[config.mk]
export PLATFORM = sky130hd
export DESIGN_NAME = euq_prep
export DESIGN_NICKNAME = d
export VERILOG_FILES = /design/src/sv/euq_pkg.sv /design/src/sv/euq_prep.sv
export SDC_FILE = /design/constraint.sdc
export NUM_CORES = 1
export LEC_CHECK = 0
export BUFFER_PORTS_ARGS = -buffer_cell sky130_fd_sc_hd__buf_2
export CAP_MARGIN = 30
export CORE_MARGIN = 5
export CORE_UTILIZATION = 35
export DETAILED_ROUTE_END_ITERATION = 10
export PLACE_DENSITY_LB_ADDON = 0.2
export SLEW_MARGIN = 30
export SYNTH_ARGS = -nofsm -noshare
export SYNTH_HDL_FRONTEND = slang
export SYNTH_SLANG_ARGS = --single-unit
[constraint.sdc]
create_clock -name clk -period 3 [get_ports clk]
set_clock_uncertainty 0.05 [all_clocks]
set_input_delay 0.15 -clock clk [delete_from_list [all_inputs] [get_ports clk]]
set_output_delay 0.15 -clock clk [all_outputs]
set_load 0.03 [all_outputs]
[src/sv/euq_pkg.sv]
// Shared types and constants for the Euler angle to quaternion converter.
package euq_pkg;

  localparam int WB = 34;

  localparam logic signed [WB-1:0] Q30_HALF_PI = 34'sd1686629713;
  localparam logic signed [WB-1:0] Q30_PI      = 34'sd3373259426;
  localparam logic signed [WB-1:0] Q30_GAIN    = 34'sd652032874;

  localparam logic [31:0] ATAN_Q30 [32] = '{
    32'h3243F6A8, 32'h1DAC6705, 32'h0FADBAFC, 32'h07F56EA6, 32'h03FEAB76, 32'h01FFD55B,
    32'h00FFFAAA, 32'h007FFF55, 32'h003FFFEA, 32'h001FFFFD, 32'h000FFFFF, 32'h0007FFFF,
    32'h0003FFFF, 32'h0001FFFF, 32'h0000FFFF, 32'h00007FFF, 32'h00003FFF, 32'h00001FFF,
    32'h00000FFF, 32'h000007FF, 32'h000003FF, 32'h000001FF, 32'h000000FF, 32'h0000007F,
    32'h0000003F, 32'h0000001F, 32'h0000000F, 32'h00000008, 32'h00000004, 32'h00000002,
    32'h00000001, 32'h00000000
  };

  typedef struct packed {
    logic signed [WB-1:0] x;
    logic signed [WB-1:0] y;
    logic signed [WB-1:0] z;
    logic                 neg;
  } cordic_lane_t;

  typedef cordic_lane_t [2:0] lane_set_t;

endpackage

[src/sv/euq_prep.sv]
// Input stage: angle scaling to Q30 and quadrant fold into the CORDIC range.
module euq_prep import euq_pkg::*; #(
  parameter int ANGLE_BITS = 16
) (
  input  logic        clk,
  input  logic        rst_n,
  input  logic        adv,
  input  logic        in_valid,
  input  logic [47:0] in_data,
  output logic        valid_r,
  output lane_set_t   lanes_r
);

  localparam int SH = 32 - ANGLE_BITS;

  lane_set_t lanes_nxt;

  always_comb begin
    logic [31:0]                   raw;
    logic signed [ANGLE_BITS-1:0]  a;
    logic signed [WB-1:0]          h;
    for (int i = 0; i < 3; i++) begin
      raw = {16'b0, in_data[16*i +: 16]};
      a   = raw[ANGLE_BITS-1:0];
      h   = WB'(a) <<< SH;
      lanes_nxt[i].x   = Q30_GAIN;
      lanes_nxt[i].y   = '0;
      lanes_nxt[i].neg = 1'b0;
      lanes_nxt[i].z   = h;
      if (h > Q30_HALF_PI) begin
        lanes_nxt[i].z   = h - Q30_PI;
        lanes_nxt[i].neg = 1'b1;
      end else if (h < -Q30_HALF_PI) begin
        lanes_nxt[i].z   = h + Q30_PI;
        lanes_nxt[i].neg = 1'b1;
      end
    end
  end

  always_ff @(posedge clk) begin
    if (!rst_n) begin
      valid_r <= 1'b0;
    end else if (adv) begin
      valid_r <= in_valid;
    end
    if (adv) begin
      lanes_r <= lanes_nxt;
    end
  end

endmodule

==> impl_metrics.tcl <==
set metrics [dict create \
    place.gp.congestion 0.809 \
    io-pin-count 362 \
    internal-power_mw 2.03 \
    rsz0062_at_grt "false" \
    yosys.area_share.xor_xnor_pct 6.34 \
    seq_power_share_pct 33.9 \
    maxCapViolations 0 \
    pwr-share-comb_pct 37.1 \
    met2_usage_pct 21.5 \
    yosysWarnings 0 \
    drt_wl_total_mm 13.8 \
    htree_num_levels 3 \
    wl_per_cell_um 14.2 \
    synth-edff-count 63 \
    synthMuxAreaShare_pct 2.02 \
    clockPowerShare_pct 29.0 \
    worstMarginPinSlew_ns 0.783 \
    fin_crit_sh_pct 81.0 \
    clkLatencyLatePin_ns 0.32 \
    diodes 0 \
    die_w_um 140 \
    total_power_mw 3.40 \
    vdd_ir_drop_max_mv 0.201 \
    synth_area_sq_um 5940 \
    grt_max_degree 34 \
    post-cts-setup-buffers 0 \
    initialDrtViolationCount 228 \
    min_path_cells 3 \
    syn_to_final_growth_pct 3.54 \
    use_met1_pct 16.8 \
    rows 47 \
    period_minus_slack_ns 2.43 \
    synth.distinct_cells 54 \
    dp_hpwl_mm 11.0 \
    grt_pass1_vias 3824 \
    fp.dieH_um 140 \
    crit_path_top_delay_cell "ha_1" \
    coreArea_sq_um 16600 \
    cp_max_fo 8 \
    power.switching_mw 1.37 \
    final_max_slew_viol_count 0 \
    yosys.area_share.simple_pct 10.2 \
    cts_tree "done" \
    synth-compound-area-share_pct 11.6 \
    yosys_most_used_dff "edfxtp_1" \
    die-area_sq_um 19700 \
    grt_use_total_pct 12.9 \
    slew_headroom_pct 47.8 \
    syn_avg_cell_area_sq_um 9.30 \
    clock-root-buffer "clkbuf_16" \
    fmax_mhz 412 \
    cpPeakStageDelay_ns 0.42 \
    setup_tns_ns 0 \
    use_met3_pct 2.42 \
    drive_gt1_share_pct 24.9 \
    start_util_pct 35.7 \
    worstPathArrival_ns 2.45 \
    hold_viol 0 \
    vias_per_cell 4.20 \
    synth-seq-cells 64 \
    place_area_sq_um 5860 \
    r2r_cells 2 \
    switching_share_pct 40.3 \
    drc_errors 0 \
    p_per_area_nw_per_um2 553 \
    synth_top_family_by_area "buffers and inverters" \
    ant_nets 0 \
    p_leak_nw 3.00 \
    status "finished, final reports clean" \
    ys_seq_area_share_pct 32.2 \
    crit_type "in2reg" \
    first_pass_iters 4 \
    startpoint_type "input pin" \
    worstPathRequired_ns 3.02 \
    synth_adder_area_share_pct 2.95 \
    vias 4078 \
    fill_cells 1755 \
    antenna_found_initial 0 \
    end_kind "flop" \
    synth_cells 639 \
    cts_buffer_depth 2 \
    setup_viol 0 \
    nets 812 \
    grt-ovfl-total 0 \
    cts.reportedPaths.clkPinSlew_ns 0.05 \
    grt_first_pass_wirelength_mm 20.6 \
    synth-async-reset-ratio_pct 0 \
    finish.instance_area_sq_um 6150 \
    cp_cell_sequence "buf_2 > inv_1 > ha_1 > nand2b_1 > a41o_1 > a31oi_1 > nor2_1 > o31a_1 > ha_1 > inv_1 > o32ai_1 > o21ai_0 > xnor2_1" \
    holdCritPathClass "in2reg" \
    cts_sinks 64 \
    cts-buffers-inserted 9 \
    grt-busiest-layer "met2" \
    place.port_buffers 154 \
    post_cts_resized 0 \
]
## area by class of cell
cell class | count | area, sq um | share of cell area [%]
Multi-Input combinational cell | 484 | 2740 | 44.6
Sequential cell | 64 | 1910 | 31.1
Timing Repair Buffer | 163 | 853 | 13.9
Tap cell | 220 | 275 | 4.47
Clock buffer | 11 | 233 | 3.78
Inverter | 24 | 90.1 | 1.46
Clock inverter | 5 | 47.5 | 0.773
## critical path, delay by kind of cell
family                   cells  cell delay (ns)
AO/OA/AOI/OAI                5             1.07
XOR/XNOR                     1             0.14
adder cells (fa/ha/maj)      2             0.60
buffers and inverters        3             0.37
AND/OR/NAND/NOR              2             0.13
## cells in the mapped netlist, types with 3 or more instances
cell type | instances | area (sq um)
o21ai_1 | 3 | 15.0
buf_4 | 247 | 1850
xor2_1 | 12 | 105
o31a_1 | 3 | 26.3
nor3b_1 | 5 | 37.5
o21ai_0 | 20 | 100
xnor2_1 | 31 | 272
a41o_1 | 5 | 50.1
nand2_1 | 32 | 120
a21oi_1 | 13 | 65.1
o41ai_1 | 3 | 26.3
nor2b_1 | 4 | 25.0
o211ai_1 | 3 | 22.5
or3_1 | 3 | 18.8
nor2_1 | 10 | 37.5
mux2i_1 | 12 | 120
o32ai_1 | 3 | 26.3
clkbuf_1 | 19 | 71.3
nand2b_1 | 6 | 37.5
or4_1 | 4 | 30.0
a211oi_1 | 4 | 30.0
nand3b_1 | 3 | 22.5
o31ai_1 | 6 | 45.0
or3b_2 | 4 | 35.0
nand4_1 | 4 | 25.0
nor3_1 | 9 | 45.0
a31o_2 | 5 | 43.8
edfxtp_1 | 63 | 1890
ha_1 | 14 | 175
a21o_1 | 6 | 45.0
a41oi_1 | 4 | 35.0
buf_2 | 4 | 20.0
a31oi_1 | 7 | 43.8
and3_1 | 6 | 37.5
nand3_1 | 12 | 60.1
inv_1 | 22 | 82.6
## path summary, 6_finish.rpt
check / start / endpoint / slack (ns)
setup / recovery: in_data[32] / lanes_r[235]$_DFFE_PP_ / 0.57
hold / removal: in_valid / valid_r$_SDFFE_PN0P_ / 0.08
setup reg to reg: valid_r$_SDFFE_PN0P_ / valid_r$_SDFFE_PN0P_ / 2.34
hold reg to reg: valid_r$_SDFFE_PN0P_ / valid_r$_SDFFE_PN0P_ / 0.49
## cells in the final DEF (no fill, tap or decap), drive strengths merged, types with 7 or more instances in the layout
cell type / instances
a31oi: 7
edfxtp: 63
mux2i: 12
ha: 14
o21ai: 23
xnor2: 31
inv: 22
nor3: 9
buf: 162
conb: 207
xor2: 12
nand2: 32
nand3: 12
a21oi: 13
clkbuf: 11
nor2: 10
## logic make-up (layout without fill, tap and decap cells)
logic type,after synthesis,after routing
flops,64,64
fa+ha+maj,14,14
compound gates,96,96
other cells,2,207
buf+inv,296,203
simple gates,112,112
xor+xnor,43,43
mux,12,12
## state kept, by name, indices dropped and copies added (netlist names)
name and cells:
valid_r 1, lanes_r 63
## per-layer routing
metal,share of wire [%],vias to the layer above
met5,0,-
met4,1.0,0
met3,8.4,8
met2,50,242
met1,40,1862
li1,-,1966
## metrics by stage
stage | std cells | hold slack (ns) | utilization [%] | worst slack [ns]
floorplan | 844 | 0.212 | - | 0.543
global placement | 954 | 0.330 | 35.2 | 0.260
detailed placement | 954 | 0.332 | 35.2 | 0.250
CTS | 971 | 0.0667 | 37.0 | 0.576
global route | 971 | 0.113 | 37.0 | 0.378
finish | 971 | 0.0815 | 37.0 | 0.570
## power groups by stage
stage	clock (mW)	sequential, mW	combinational (mW)
after floorplan	0	1.40	1.00
after global placement	0	1.17	1.26
after detailed placement	0	1.17	1.26
after CTS	1.02	1.16	1.26
after global routing	1.07	1.17	1.34
final	0.986	1.15	1.26
## repair_timing
action | 4_1_cts | 5_1_grt
hold buffers | 1 | 0
hold endpoints to repair | 1 | 0
endpoints found under the setup margin | 0 | 0
Power figures use the tool's default switching activity.
