`src/sv/euq_pkg.sv`:
```
// Shared types and constants for the Euler angle to quaternion converter.
package euq_pkg;

  localparam int WB = 34;

  localparam logic signed [WB-1:0] Q30_HALF_PI = 34'sd1686629713;
  localparam logic signed [WB-1:0] Q30_PI      = 34'sd3373259426;
  localparam logic signed [WB-1:0] Q30_GAIN    = 34'sd652032874;

  localparam logic [31:0] ATAN_Q30 [32] = '{
    32'h3243F6A8, 32'h1DAC6705, 32'h0FADBAFC, 32'h07F56EA6, 32'h03FEAB76, 32'h01FFD55B,
    32'h00FFFAAA, 32'h007FFF55, 32'h003FFFEA, 32'h001FFFFD, 32'h000FFFFF, 32'h0007FFFF,
    32'h0003FFFF, 32'h0001FFFF, 32'h0000FFFF, 32'h00007FFF, 32'h00003FFF, 32'h00001FFF,
    32'h00000FFF, 32'h000007FF, 32'h000003FF, 32'h000001FF, 32'h000000FF, 32'h0000007F,
    32'h0000003F, 32'h0000001F, 32'h0000000F, 32'h00000008, 32'h00000004, 32'h00000002,
    32'h00000001, 32'h00000000
  };

  typedef struct packed {
    logic signed [WB-1:0] x;
    logic signed [WB-1:0] y;
    logic signed [WB-1:0] z;
    logic                 neg;
  } cordic_lane_t;

  typedef cordic_lane_t [2:0] lane_set_t;

endpackage

```
`src/sv/euq_cordic_cell.sv`:
```
// One CORDIC rotation step for the three angle lanes.
module euq_cordic_cell import euq_pkg::*; #(
  parameter int K = 0
) (
  input  logic      clk,
  input  logic      rst_n,
  input  logic      adv,
  input  logic      valid_in,
  input  lane_set_t lanes_in,
  output logic      valid_r,
  output lane_set_t lanes_r
);

  localparam logic signed [WB-1:0] DA = WB'(signed'({1'b0, ATAN_Q30[K]}));

  lane_set_t lanes_nxt;

  always_comb begin
    for (int i = 0; i < 3; i++) begin
      lanes_nxt[i].neg = lanes_in[i].neg;
      if (!lanes_in[i].z[WB-1]) begin
        lanes_nxt[i].x = lanes_in[i].x - (lanes_in[i].y >>> K);
        lanes_nxt[i].y = lanes_in[i].y + (lanes_in[i].x >>> K);
        lanes_nxt[i].z = lanes_in[i].z - DA;
      end else begin
        lanes_nxt[i].x = lanes_in[i].x + (lanes_in[i].y >>> K);
        lanes_nxt[i].y = lanes_in[i].y - (lanes_in[i].x >>> K);
        lanes_nxt[i].z = lanes_in[i].z + DA;
      end
    end
  end

  always_ff @(posedge clk) begin
    if (!rst_n) begin
      valid_r <= 1'b0;
    end else if (adv) begin
      valid_r <= valid_in;
    end
    if (adv) begin
      lanes_r <= lanes_nxt;
    end
  end

endmodule

```
`config.mk`:
```
export PLATFORM = sky130hd
export DESIGN_NAME = euq_cordic_cell
export DESIGN_NICKNAME = d
export VERILOG_FILES = /design/src/sv/euq_pkg.sv /design/src/sv/euq_cordic_cell.sv
export SDC_FILE = /design/constraint.sdc
export NUM_CORES = 1
export LEC_CHECK = 0
export BUFFER_PORTS_ARGS = -buffer_cell sky130_fd_sc_hd__buf_2
export CORE_MARGIN = 2
export CORE_UTILIZATION = 52
export CTS_CLUSTER_SIZE = 40
export DETAILED_ROUTE_END_ITERATION = 8
export GPL_TIMING_DRIVEN = 0
export PLACE_DENSITY_LB_ADDON = 0.25
export SETUP_SLACK_MARGIN = 0.02
export SYNTH_ARGS = -nofsm -noshare
export SYNTH_HDL_FRONTEND = slang
export SYNTH_SLANG_ARGS = --single-unit
```
`constraint.sdc`:
```
create_clock -name clk -period 4.3 [get_ports clk]
set_clock_uncertainty 0.15 [all_clocks]
set_input_delay 0.43 -clock clk [delete_from_list [all_inputs] [get_ports clk]]
set_output_delay 0.43 -clock clk [all_outputs]
set_load 0.1 [all_outputs]
```
==> results.sh <==
export IMPL_grt_max_degree=130
export IMPL_most_common_cell_in_the_synthesized_netlist="sky130_fd_sc_hd__a21oi_1"
export IMPL_post_synth_main_area_contributors="sky130_fd_sc_hd__edfxtp_1, sky130_fd_sc_hd__ha_1, sky130_fd_sc_hd__a21oi_1, sky130_fd_sc_hd__xnor2_1, sky130_fd_sc_hd__inv_1"
export IMPL_synth_compound_area_share_pct=24.6
export IMPL_worstPathRequired_ps=4470
export IMPL_ff2ff_path_depth=3
export IMPL_synth_largest_area_cell="sky130_fd_sc_hd__edfxtp_1"
export IMPL_multi_input_area_sq_mm=0.0188
export IMPL_placedCellCount=4787
export IMPL_power_leakage_nw=16.2
export IMPL_detail_route_antenna_nets=0
export IMPL_layout_min_cycle_time_ps=4060
export IMPL_share_clk_of_total_power_pct=21.0
export IMPL_cp_cell_sequence="clkbuf_4 -> clkinvlp_4 -> clkbuf_4 -> ha_1 -> a211oi_2 -> o21a_1 -> o31a_4 -> a21boi_2 -> a221o_1 -> o41a_1 -> a31o_2 -> a21o_1 -> a21o_1 -> a221oi_2 -> xnor2_1"
export IMPL_synth_simple_gate_area_share_pct=12.0
export IMPL_rsz_0062_raised_after_global_routing="no"
export IMPL_number_of_global_route_vias_before_repair=27700
export IMPL_power_per_cell_area_mw_per_mm2=424
export IMPL_combinational_family_with_the_most_area_after_synthesis="compound AO/OA/AOI/OAI gates"
export IMPL_synth_yosys_seq_area_share_pct=30.9
export IMPL_worst_slew_pin_transition_ps=1150
export IMPL_synth_mux_area_fraction_pct=1.42
export IMPL_critPathMaxStageDelay_ps=400
export IMPL_dr_total_vias=28900
export IMPL_clkLatencyLatePin_ps=550
export IMPL_layout_drive_gt1_share_pct=18.0
export IMPL_tritoncts="built"
export IMPL_io_pins=623
export IMPL_status="completed"
export IMPL_final_hold_violation_count=0
export IMPL_drv_slew=0
export IMPL_netlist_instances=3407
export IMPL_detailedPlacementHpwl_mm=85.0
export IMPL_fp_dieArea_sq_mm=0.0592
export IMPL_fp_row_count=87
export IMPL_cts_root_buf="sky130_fd_sc_hd__clkbuf_16"
export IMPL_critPathLaunch="lanes_in[34]"
export IMPL_r2r_start="valid_r"
export IMPL_layout_filler_cells=5048
export IMPL_yosys_area_share_adder_pct=16.9
export IMPL_power_switching_share_pct=50.2
export IMPL_relative_area_change_from_synthesis_to_final_layout_pct=18.9
export IMPL_synth_flop_cell="sky130_fd_sc_hd__edfxtp_1"
export IMPL_synth_top_area_share_pct=30.9
export IMPL_core_sq_mm=0.0565
export IMPL_synth_async_sr_flop_share_pct=0
export IMPL_slew_headroom_pct=23.4
export IMPL_end_kind="register"
export IMPL_initial_utilization_pct=52.7
export IMPL_synth_fp_nets=4116
export IMPL_combPwrFrac_pct=51.5
export IMPL_final_cell_count_no_fill=4905
export IMPL_min_path_type="primary input to register"
export IMPL_ys_warn_count=0
export IMPL_sequentialPowerShare_pct=27.4
export IMPL_routed_wl_mm=107
export IMPL_timing_setup_critical_path_class="primary input to register"
export IMPL_timing_fmax_mhz=246
export IMPL_max_cap_viol_count=0
export IMPL_tritoncts_num_buffers=38
export IMPL_netlist_cell_type_count=83
export IMPL_setup_violations=0
export IMPL_fraction_of_the_cycle_the_final_worst_path_needs_pct=94.4
export IMPL_syn_area_sq_mm=0.0298
export IMPL_port_buffers=622
export IMPL_floorplan_die_width_microns=243
export IMPL_register_area_sq_mm=0.00921
export IMPL_cts_clk_slew_worst_paths_ps=60
export IMPL_post_synth_xor_area_fraction_pct=8.03
export IMPL_synth_edf_count=306
export IMPL_routabilityCongestion=0.970
export IMPL_avgViaCountPerCell=5.90
export IMPL_post_synthesis_sequential_element_count=307
export IMPL_p_int_mw=7.49
export IMPL_drt_first_pass_iters=6
export IMPL_wire_length_of_the_first_global_routing_pass_mm=160
export IMPL_critPathArrivalTime_ps=4230
export IMPL_crit_path_end="lanes_r[33]"
export IMPL_timing_reg2reg_setup_slack_ps=2910
export IMPL_setup_worst_path_start_class="primary input"
export IMPL_wire_per_inst_microns=21.8
export IMPL_global_route_overflow_total=0
export IMPL_net_switching_power_mw=7.53
export IMPL_drt_iter0_drc=2676
export IMPL_cts_buffer_depth=3
export IMPL_grtUsageTotal_pct=34.7
export IMPL_postSynthAreaPerCell_sq_um=8.74
export IMPL_slowest_stage="sky130_fd_sc_hd__ha_1"
export IMPL_timing_critical_path_fanout_max=25
export IMPL_layout_nets=4796
export IMPL_cts_htree_levels=2
export IMPL_ir_drop_v=0.000342
export IMPL_grt_antenna_before_repair=46
export IMPL_finish_utilization_pct=62.7
export IMPL_drt_drc_violations_left=0
export IMPL_worstReg2RegEnd="valid_r"
export IMPL_die_height_microns=243
export IMPL_netlist_top_cells_count="sky130_fd_sc_hd__a21oi_1, sky130_fd_sc_hd__ha_1, sky130_fd_sc_hd__inv_1, sky130_fd_sc_hd__edfxtp_1, sky130_fd_sc_hd__nor2_1"
export IMPL_tritoncts_num_sinks=307
[layout by cell type (no fill, tap or decap), types with 17 or more instances in the layout]
cell type                     n
sky130_fd_sc_hd__nand2_1    142
sky130_fd_sc_hd__nand4_1     25
sky130_fd_sc_hd__mux2i_1     41
sky130_fd_sc_hd__xor2_1      49
sky130_fd_sc_hd__o211ai_1    17
sky130_fd_sc_hd__o21bai_1    97
sky130_fd_sc_hd__a21oi_1    437
sky130_fd_sc_hd__o21ai_0    201
sky130_fd_sc_hd__o31ai_1     28
sky130_fd_sc_hd__nor3_1      73
sky130_fd_sc_hd__nand2b_1    40
sky130_fd_sc_hd__ha_1       384
sky130_fd_sc_hd__buf_1       24
sky130_fd_sc_hd__inv_1      330
sky130_fd_sc_hd__nor2b_1     50
sky130_fd_sc_hd__xnor2_1    224
sky130_fd_sc_hd__a211oi_1    34
sky130_fd_sc_hd__o21a_1      35
sky130_fd_sc_hd__a31oi_1     20
sky130_fd_sc_hd__edfxtp_1   306
sky130_fd_sc_hd__buf_2      627
sky130_fd_sc_hd__a21o_1     130
sky130_fd_sc_hd__clkbuf_16   38
sky130_fd_sc_hd__diode_2     34
sky130_fd_sc_hd__nor2_1     285
sky130_fd_sc_hd__clkbuf_1   107
sky130_fd_sc_hd__nor4_1      17
sky130_fd_sc_hd__nand3_1     47
[critical path, delay by kind of cell]
| kind | cells | cell delay, ps |
|---|---|---|
| AO/OA/AOI/OAI | 10 | 2360 |
| buffers and inverters | 3 | 910 |
| adder cells (fa/ha/maj) | 1 | 400 |
| XOR/XNOR | 1 | 100 |
[power by group through the flow]
stage / sequential (mW) / combinational (mW) / clock, mW
2_1_floorplan: 7.67 / 2.46 / 0
3_3_place_gp: 4.19 / 7.59 / 0
3_5_place_dp: 4.17 / 7.61 / 0
4_1_cts: 4.12 / 7.65 / 3.20
5_1_grt: 4.16 / 8.10 / 3.33
6_report: 4.12 / 7.74 / 3.16
[sequential cells by signal, indices dropped and copies added (netlist names)]
register  cells
valid_r       1
lanes_r     306
[worst min-delay path by stage]
stage | from | end | cells past startpoint
after global routing | lanes_in[107] | lanes_r[107] | 2
final | lanes_in[107] | lanes_r[107] | 2
after CTS | lanes_in[107] | lanes_r[107] | 2
after global placement | valid_r | valid_r | 2
after floorplan | lanes_in[0] | lanes_r[0] | 0
after detailed placement | valid_r | valid_r | 2
[metal layers]
layer  vias up  share of wire, %  track usage [%]
met3       275               9.4             7.99
met5         -              0.17                0
li1      13600                 -                -
met2      1381                46             57.2
met4        28               4.0             13.7
met1     13600                40             44.0
[layout make-up]
cell class / instances / share of cell area [%]
flip-flops and latches: 307 / 26.0
multi-input cells: 2623 / 53.0
diodes: 34 / 0.240
clock inverters: 18 / 0.558
plain buffers: 134 / 1.52
inverters: 339 / 3.63
well taps: 756 / 2.67
repair buffers: 644 / 9.54
clock buffers: 50 / 2.81
[through the flow]
step           instance area (sq um)  hold slack [ps]  TNS, ps  power, mW  worst slack (ps)
3_5_place_dp                   33900              366   -40720       11.8             -1470
4_1_cts                        35300             17.7        0       15.0              45.7
3_3_place_gp                   33800              350  -597810       11.8             -2240
2_1_floorplan                  29800              379        0       10.1               107
6_report                       35400             30.6        0       15.0               239
5_1_grt                        35400             32.2        0       15.6              9.36
[kinds of logic (layout without fill, tap and decap cells)]
group                      after synthesis  count (layout)
AOI/OAI and AO/OA                     1158            1158
and+or+nand+nor                        754             754
buffers and inverters                  477            1185
adders and majority gates              396             396
DFF                                    307             307
xor gates and xnor gates               273             273
muxes                                   42              42
other                                    0              34
[repair_timing]
action / CTS / global route
hold endpoints to repair: 15 / 0
endpoints found under the setup margin: 34 / 12
pin swaps: 0 / 0
resized for setup: 7 / 9
hold buffers: 16 / 0
setup buffers: 2 / 2
No activity file was read; power rests on OpenSTA's default activity.
